File: config.mk
export PLATFORM = sky130hd
export DESIGN_NAME = priority_topological_sort_unit
export DESIGN_NICKNAME = d
export VERILOG_FILES = /design/src/design/ptsort_pkg.sv /design/src/design/ptsort_cell.sv /design/src/design/priority_topological_sort_unit.sv
export SDC_FILE = /design/constraint.sdc
export NUM_CORES = 2
export LEC_CHECK = 0
export BUFFER_PORTS_ARGS = -buffer_cell sky130_fd_sc_hd__buf_2
export CORE_MARGIN = 2
export CORE_UTILIZATION = 45
export CTS_BUF_LIST = sky130_fd_sc_hd__clkbuf_2
export DETAILED_ROUTE_END_ITERATION = 8
export HOLD_SLACK_MARGIN = 0.08
export PLACE_DENSITY = 0.65
export SYNTH_ARGS = -nofsm -noshare
export SYNTH_HDL_FRONTEND = slang
export SYNTH_SLANG_ARGS = --single-unit
File: constraint.sdc
create_clock -name clock -period 4.2 [get_ports clock]
set_clock_uncertainty 0.15 [all_clocks]
set_input_delay 0.21 -clock clock [delete_from_list [all_inputs] [get_ports clock]]
set_output_delay 0.21 -clock clock [all_outputs]
set_load 0.1 [all_outputs]
File: src/design/ptsort_pkg.sv
package ptsort_pkg;

   // Defaults for the top-level parameters.
   localparam int DefMaxNodes = 32;
   localparam int DefKeyBits  = 16;

   // Node indices travel in a 5-bit field, so no more than 32 nodes can be named.
   localparam int IdxBits   = 5;
   localparam int IndexSpan = 32;
   // Wide enough to compare an index field with a node count of up to 32.
   localparam int CmpBits   = 6;

   typedef enum logic [1:0] {
      OP_ADD_NODE = 2'd0,
      OP_ADD_EDGE = 2'd1,
      OP_RUN      = 2'd2,
      OP_NOP      = 2'd3
   } op_type;

   typedef enum logic {
      ST_IDLE,
      ST_SCAN
   } state_type;

   typedef struct packed {
      op_type             op;
      logic signed [15:0] order_key;
      logic [4:0]         earlier_node;
      logic [4:0]         later_node;
   } req_type;

   typedef struct packed {
      logic [4:0] node_index;
      logic       cycle_error;
      logic       last;
   } rsp_type;

   // Best candidate found so far as it moves along the cell row.
   typedef struct packed {
      logic               found;
      logic [IdxBits-1:0] idx;
   } cand_type;

   // Per-cell commands from the sequencer.
   typedef struct packed {
      logic load;
      logic edge_add;
      logic emit;
      logic run_start;
      logic store_clear;
   } cell_ctl_type;

endpackage

File: src/design/ptsort_cell.sv
module ptsort_cell #(
   parameter int NODES      = 32,
   parameter int KEY_BITS   = 16,
   parameter int CELL_INDEX = 0
) (
   input  logic                          clock,
   input  logic                          reset,
   input  ptsort_pkg::cell_ctl_type      ctl,
   input  logic signed [KEY_BITS-1:0]    load_key,
   input  logic [NODES-1:0]              edge_mask,
   input  logic [NODES-1:0]              emitted_vec,
   input  ptsort_pkg::cand_type          cand_in,
   input  logic signed [KEY_BITS-1:0]    cand_key_in,
   output ptsort_pkg::cand_type          cand_out,
   output logic signed [KEY_BITS-1:0]    cand_key_out,
   output logic                          emitted
);
   import ptsort_pkg::*;

   logic signed [KEY_BITS-1:0] key_ff;
   logic [NODES-1:0]           row_ff;
   logic                       loaded_ff;
   logic                       emitted_ff;
   logic                       cand_found_ff;
   logic [IdxBits-1:0]         cand_idx_ff;
   cand_type                   cand_in_sel;
   logic signed [KEY_BITS-1:0] cand_key_ff;
   logic signed [KEY_BITS-1:0] cand_key_sel;
   logic                       ready;
   logic                       take;

   // A node is ready once every predecessor in its row has been emitted.
   assign ready = loaded_ff && !emitted_ff && ((row_ff & ~emitted_vec) == '0);
   // Strict compare keeps the lower index on equal keys.
   assign take  = ready && (!cand_in.found || (key_ff < cand_key_in));

   always_comb begin
      if (take) begin
         cand_in_sel.found = 1'b1;
         cand_in_sel.idx   = IdxBits'(CELL_INDEX);
         cand_key_sel      = key_ff;
      end else begin
         cand_in_sel  = cand_in;
         cand_key_sel = cand_key_in;
      end
   end

   always_ff @(posedge clock) begin
      if (reset) begin
         loaded_ff     <= 1'b0;
         emitted_ff    <= 1'b0;
         cand_found_ff <= 1'b0;
      end else begin
         cand_found_ff <= cand_in_sel.found;
         if (ctl.store_clear) begin
            loaded_ff <= 1'b0;
         end else if (ctl.load) begin
            loaded_ff <= 1'b1;
         end
         if (ctl.run_start) begin
            emitted_ff <= 1'b0;
         end else if (ctl.emit) begin
            emitted_ff <= 1'b1;
         end
      end
   end

   always_ff @(posedge clock) begin
      cand_idx_ff <= cand_in_sel.idx;
      cand_key_ff <= cand_key_sel;
      if (ctl.load) begin
         key_ff <= load_key;
         row_ff <= '0;
      end else if (ctl.edge_add) begin
         row_ff <= row_ff | edge_mask;
      end
   end

   assign cand_out     = {cand_found_ff, cand_idx_ff};
   assign cand_key_out = cand_key_ff;
   assign emitted      = emitted_ff;

endmodule

File: src/design/priority_topological_sort_unit.sv
// Channel   | Ports                         | Handshake
// ----------+-------------------------------+--------------------------------------------
// request   | start, busy, req_payload      | taken at a rising edge with start high, busy low
// result    | rsp_strobe, rsp_payload       | valid for one cycle while rsp_strobe is high
//
// Adding a node or an edge leaves busy low, and the next request may follow
// at once. A run keeps busy high and yields its results one at a time: a
// candidate wave crosses the registered cell row, and then the sequencer
// issues the result and marks the node emitted.
// Reset clears the node count, the load and emit flags and the sequencer; keys
// and predecessor rows are rewritten on every load. The receiver cannot stall.
module priority_topological_sort_unit #(
   parameter int MAX_NODES = ptsort_pkg::DefMaxNodes,
   parameter int KEY_BITS  = ptsort_pkg::DefKeyBits
) (
   input  logic                clock,
   input  logic                reset,
   input  logic                start,
   output logic                busy,
   input  ptsort_pkg::req_type req_payload,
   output logic                rsp_strobe,
   output ptsort_pkg::rsp_type rsp_payload
);
   import ptsort_pkg::*;

   // Nodes beyond the reach of the 5-bit index field are never stored.
   localparam int NODE_LIMIT = (MAX_NODES < IndexSpan) ? MAX_NODES : IndexSpan;
   localparam int CNT_W      = $clog2(NODE_LIMIT + 1);

   state_type             state_ff, state_in;
   logic [CNT_W-1:0]      count_ff, count_in;
   logic [CNT_W-1:0]      done_ff, done_in;
   logic [CNT_W-1:0]      scan_ff, scan_in;
   logic                  rsp_valid_ff, rsp_valid_in;
   rsp_type               rsp_ff, rsp_in;

   logic                  accept;
   logic                  load_go, edge_go, emit_go, run_go, clear_go;
   logic                  finish;
   logic signed [KEY_BITS-1:0] load_key;
   logic [NODE_LIMIT-1:0] edge_mask;
   logic [NODE_LIMIT-1:0] emitted_vec;

   cand_type                   cand_chain [0:NODE_LIMIT];
   logic signed [KEY_BITS-1:0] key_chain  [0:NODE_LIMIT];
   cand_type                   best;

   assign accept = start && (state_ff == ST_IDLE);
   assign busy   = (state_ff != ST_IDLE);

   // The 16-bit key is wrapped or sign extended to the stored key width.
   generate
      if (KEY_BITS <= 16) begin : g_key_narrow
         assign load_key = req_payload.order_key[KEY_BITS-1:0];
      end else begin : g_key_wide
         assign load_key = {{(KEY_BITS-16){req_payload.order_key[15]}},
                            req_payload.order_key};
      end
   endgenerate

   assign edge_mask = {{(NODE_LIMIT-1){1'b0}}, 1'b1} << req_payload.earlier_node;

   // The wave enters the row with no candidate; the last cell holds the winner.
   assign cand_chain[0] = '0;
   assign key_chain[0]  = '0;
   assign best          = cand_chain[NODE_LIMIT];
   assign finish        = (CNT_W'(done_ff + 1'b1) == count_ff);

   generate
      for (genvar i = 0; i < NODE_LIMIT; i++) begin : g_cell
         cell_ctl_type ctl;

         assign ctl.load        = load_go && (count_ff == CNT_W'(i));
         assign ctl.edge_add    = edge_go && (req_payload.later_node == IdxBits'(i));
         assign ctl.emit        = emit_go && (best.idx == IdxBits'(i));
         assign ctl.run_start   = run_go;
         assign ctl.store_clear = clear_go;

         ptsort_cell #(
            .NODES      (NODE_LIMIT),
            .KEY_BITS   (KEY_BITS),
            .CELL_INDEX (i)
         ) u_cell (
            .clock        (clock),
            .reset        (reset),
            .ctl          (ctl),
            .load_key     (load_key),
            .edge_mask    (edge_mask),
            .emitted_vec  (emitted_vec),
            .cand_in      (cand_chain[i]),
            .cand_key_in  (key_chain[i]),
            .cand_out     (cand_chain[i+1]),
            .cand_key_out (key_chain[i+1]),
            .emitted      (emitted_vec[i])
         );
      end
   endgenerate

   always_ff @(posedge clock) begin
      if (reset) begin
         state_ff     <= ST_IDLE;
         count_ff     <= '0;
         done_ff      <= '0;
         scan_ff      <= '0;
         rsp_valid_ff <= 1'b0;
      end else begin
         state_ff     <= state_in;
         count_ff     <= count_in;
         done_ff      <= done_in;
         scan_ff      <= scan_in;
         rsp_valid_ff <= rsp_valid_in;
      end
   end

   always_ff @(posedge clock) begin
      rsp_ff <= rsp_in;
   end

   // Sequencer: decodes requests while idle and paces the candidate waves of a run.
   always_comb begin
      state_in     = state_ff;
      count_in     = count_ff;
      done_in      = done_ff;
      scan_in      = scan_ff;
      rsp_valid_in = 1'b0;
      rsp_in       = rsp_ff;
      load_go      = 1'b0;
      edge_go      = 1'b0;
      emit_go      = 1'b0;
      run_go       = 1'b0;
      clear_go     = 1'b0;

      unique case (state_ff)
         ST_IDLE: begin
            if (accept) begin
               unique case (req_payload.op)
                  OP_ADD_NODE: begin
                     if (count_ff < CNT_W'(NODE_LIMIT)) begin
                        load_go  = 1'b1;
                        count_in = CNT_W'(count_ff + 1'b1);
                     end
                  end
                  OP_ADD_EDGE: begin
                     edge_go = ({1'b0, req_payload.earlier_node} < CmpBits'(count_ff))
                            && ({1'b0, req_payload.later_node} < CmpBits'(count_ff));
                  end
                  OP_RUN: begin
                     if (count_ff == '0) begin
                        clear_go = 1'b1;
                     end else begin
                        run_go   = 1'b1;
                        state_in = ST_SCAN;
                        scan_in  = '0;
                        done_in  = '0;
                     end
                  end
                  OP_NOP: begin
                  end
                  default: begin
                  end
               endcase
            end
         end
         ST_SCAN: begin
            if (scan_ff == CNT_W'(NODE_LIMIT)) begin
               // The wave has crossed the whole row with the emit flags stable.
               scan_in      = '0;
               rsp_valid_in = 1'b1;
               if (best.found) begin
                  emit_go            = 1'b1;
                  done_in            = CNT_W'(done_ff + 1'b1);
                  rsp_in.node_index  = best.idx;
                  rsp_in.cycle_error = 1'b0;
                  rsp_in.last        = finish;
                  if (finish) begin
                     state_in = ST_IDLE;
                     clear_go = 1'b1;
                  end
               end else begin
                  // No remaining node is ready, so the rest form a loop.
                  rsp_in.node_index  = '0;
                  rsp_in.cycle_error = 1'b1;
                  rsp_in.last        = 1'b1;
                  state_in           = ST_IDLE;
                  clear_go           = 1'b1;
               end
            end else begin
               scan_in = CNT_W'(scan_ff + 1'b1);
            end
         end
         default: begin
            state_in = ST_IDLE;
         end
      endcase

      if (clear_go) begin
         count_in = '0;
      end
   end

   assign rsp_strobe  = rsp_valid_ff;
   assign rsp_payload = rsp_ff;

endmodule

==> summary.md <==
| Metric | Value |
|---|---|
| Tmin final | `4260 ps` |
| Die width | `454 µm` |
| Number of global-route vias before repair | `69,630` |
| CP max stage cell | `a2111oi_1` |
| CP max FO | `21` |
| Commonest non-fill, non-tap cells in the layout | `dfxtp_1, nand2_1, clkbuf_2` |
| Core region area | `201,000 µm²` |
| Worst hold slack | `185 ps` |
| Die Y-Extent | `454 µm` |
| Post-synth top flop | `dfxtp_1` |
| Run status | `finished with violations` |
| Clock Latency Late Sink | `2060 ps` |
| Wire per inst | `24.7 µm` |
| Synthesized Nets | `9,235` |
| Tot Pwr | `0.0390 W` |
| Fin cells | `12,522` |
| Final ANT Viol Nets | `0` |
| Violated checks | `capacitance limit, slew limit, setup timing` |
| CTS tree | `done` |
| Commonest non-fill, non-tap cell in the layout | `dfxtp_1` |
| Htree depth | `6` |
| Largest stage delay, worst path | `910 ps` |
| Global-route wire length before repair | `449 mm` |
| Worst-case clock buffer depth | `4` |
| Yosys reg bits | `2,284` |
| Slew headroom | `-4.88%` |
| FP Rows | `165` |
| Leakage | `41.7 nW` |
| Pin count of the biggest net entering global routing | `98` |
| # DRC | `0` |
| Layout cells sized above 1 | `19.8%` |
| Pre-CTS WS | `124 ps` |
| Worst setup EP type | `flip-flop` |
| Area Growth Syn to Fin | `12.2%` |
| Grt total ovfl | `0` |
| Synth Area per Inst | `10.4 µm²` |
| Post-layout util | `50.6%` |
| Via count | `70,951` |
| Root Buffer Master | `clkbuf_2` |
| Initial antenna violation count | `29` |
| Req. time, crit path | `5760 ps` |
| # Max-Cap Violations | `1` |
| Yosys cell types | `84` |
| Global Route Usage Sum | `29.5%` |
| Die area | `206,000 µm²` |
| IO Pins | `40` |
| Pwr dens | `382 nW/µm²` |
| Wirelength, routed | `309 mm` |
| DR iter-0 viols | `8,002` |
| Setup-failing EPs final | `7` |
| Number of flops mapped to enable cells by yosys | `519` |
| Final cycle utilization of the critical path | `101%` |
| Layout net count | `9,919` |
| Placed cells | `11,352` |
| Clock sink total | `2,284` |
| Max frequency | `0.235 GHz` |
| Most frequent CP cell | `buf_4` |
| Post-CTS setup buffers | `0` |
| Final HPWL DP | `210 mm` |
| CP Class | `flip-flop to flip-flop` |
| Final worst slack | `-57.9 ps` |
| Placer congestion estimate | `1.05` |
| Clock transition at path regs | `100 ps` |
| Post-Syn Area | `90,900 µm²` |
| Critical Path AT | `5820 ps` |
| Worst setup SP type | `flip-flop` |
| Pre-antenna DRT Iters | `8` |
| Num CTS Buffers | `591` |
| Initial cell density of the core | `45.1%` |
| Worst R2R Setup Slack | `-60 ps` |
| Post-Synthesis Cells | `8,724` |
| IR drop worst, VDD | `0.242 mV` |
| Final hold viol count | `0` |
| Worst slew pin tran | `1570 ps` |
| Port bufs | `39` |
| Register area share after synthesis | `56.0%` |
| Vias per std cell | `5.67` |
| Synth warn | `0` |
| Min-delay worst type | `flip-flop to flip-flop` |
| Asr flop ratio synth | `0%` |
| Final Slew Violations | `6` |
| Critical-path cell list | `buf_4 > nor2b_1 > a2111o_1 > a2111oi_1 > buf_4 > nand4_1 > a211oi_2 > buf_12 > mux2_2` |
-- where the power goes --
part | internal (W) | leakage, nW | switching, W | total, W
combinational | 0.000431 | 18.8 | 0.000663 | 0.00109
sequential | 0.0226 | 18.9 | 0.000108 | 0.0227
clock | 0.00601 | 4.06 | 0.00915 | 0.0152
total | 0.0291 | 41.7 | 0.00992 | 0.0390
-- sequential cells by signal, summed over array words and instances, names as in the netlist --
signal,count
busy,1
count_ff,6
done_ff,6
g_cell.u_cell.cand_found_ff,32
g_cell.u_cell.cand_idx_ff,129
g_cell.u_cell.cand_key_out,496
g_cell.u_cell.emitted,32
g_cell.u_cell.key_ff,512
g_cell.u_cell.loaded_ff,32
g_cell.u_cell.row_ff,1024
rsp_payload,7
rsp_strobe,1
scan_ff,6
-- final timing paths --
kind | start | to | cells past startpoint
setup / recovery | g_cell[17].u_cell.emitted | g_cell[19].u_cell.cand_key_out[11] | 9
hold / removal | g_cell[0].u_cell.key_ff[0] | g_cell[0].u_cell.cand_key_out[0] | 1
setup reg to reg | g_cell[17].u_cell.emitted | g_cell[19].u_cell.cand_key_out[11] | 9
hold reg to reg | g_cell[0].u_cell.key_ff[0] | g_cell[0].u_cell.cand_key_out[0] | 1
-- worst max-delay path: cells and delay by family, from the launching register on --
| kind | cells | cell delay (ps) |
|---|---|---|
| AO/OA/AOI/OAI | 3 | 1590 |
| flip-flops | 1 | 860 |
| buffers and inverters | 3 | 820 |
| multiplexers | 1 | 350 |
| AND/OR/NAND/NOR | 2 | 210 |
-- timing repair --
action                                 4_1_cts  5_1_grt
hold buffers                               135        0
resized for setup                            0        2
setup endpoints to repair                    0       17
endpoints found under the hold margin     2164        0
-- logic make-up after synthesis --
| group | Yosys count | share of synthesized area [%] |
|---|---|---|
| fa+ha+maj | 480 | 6.60 |
| mux | 480 | 5.94 |
| xor+xnor | 11 | 0.121 |
| buf+inv | 1258 | 5.60 |
| compound gates | 1970 | 13.7 |
| simple gates | 2241 | 12.0 |
| flops | 2284 | 56.0 |
-- cells in the mapped netlist (9+ instances only) --
library cell	instances	area [µm²]
a2111oi_0	62	543
inv_1	850	3190
o21ai_1	215	1080
nand2b_1	58	363
o21ba_2	9	90.1
nor2b_1	412	2580
nor2_1	215	807
clkbuf_1	188	706
o2111ai_1	13	114
a221oi_1	22	193
a21o_1	37	278
a221o_1	13	130
a22oi_1	16	120
dfxtp_1	1765	35300
o2bb2ai_1	28	245
nand4_1	65	407
or3b_2	17	149
ha_1	480	6010
or2_2	169	1060
a31oi_1	10	62.6
mux2_1	107	1200
buf_1	12	45.0
buf_2	129	646
and4_1	21	184
o21a_1	37	278
a211oi_1	47	353
a211oi_2	12	150
inv_2	24	90.1
buf_4	42	315
nor4_1	41	257
a2111o_1	81	912
nor3_1	32	160
a31o_2	11	96.3
nand2_1	1076	4040
nand3_1	62	310
o21ai_0	590	2950
edfxtp_1	519	15600
o22ai_1	451	2820
and2_1	26	163
mux2_2	373	4200
a21oi_1	215	1080
a22o_1	56	490
-- metrics by stage --
step | area (µm²) | TNS (ps)
floorplan | 90900 | 0
global placement | 95200 | 0
detailed placement | 95300 | 0
CTS | 102000 | 0
global route | 102000 | -75.4
finish | 102000 | -243
-- final cells by class --
cell class                      instances  area (µm²)
Clock buffer                          893        4470
Antenna cell                           25        62.6
Inverter                              879        3300
Timing Repair Buffer                  470        4290
Sequential cell                      2284       50900
Multi-Input combinational cell       5182       35000
Clock inverter                        117         643
Fill cell                           18408       99500
Tap cell                             2672        3340
-- layer usage --
layer  track usage (%)  vias to the layer above  part of all wire [%]
li1                  -                    32058                     -
met1              37.3                    33786                    39
met2              43.4                     3944                    42
met3              9.22                     1149                    12
met4              18.9                       14                   6.7
met5                 0                        -                 0.033
Power figures use the tool's default switching activity.
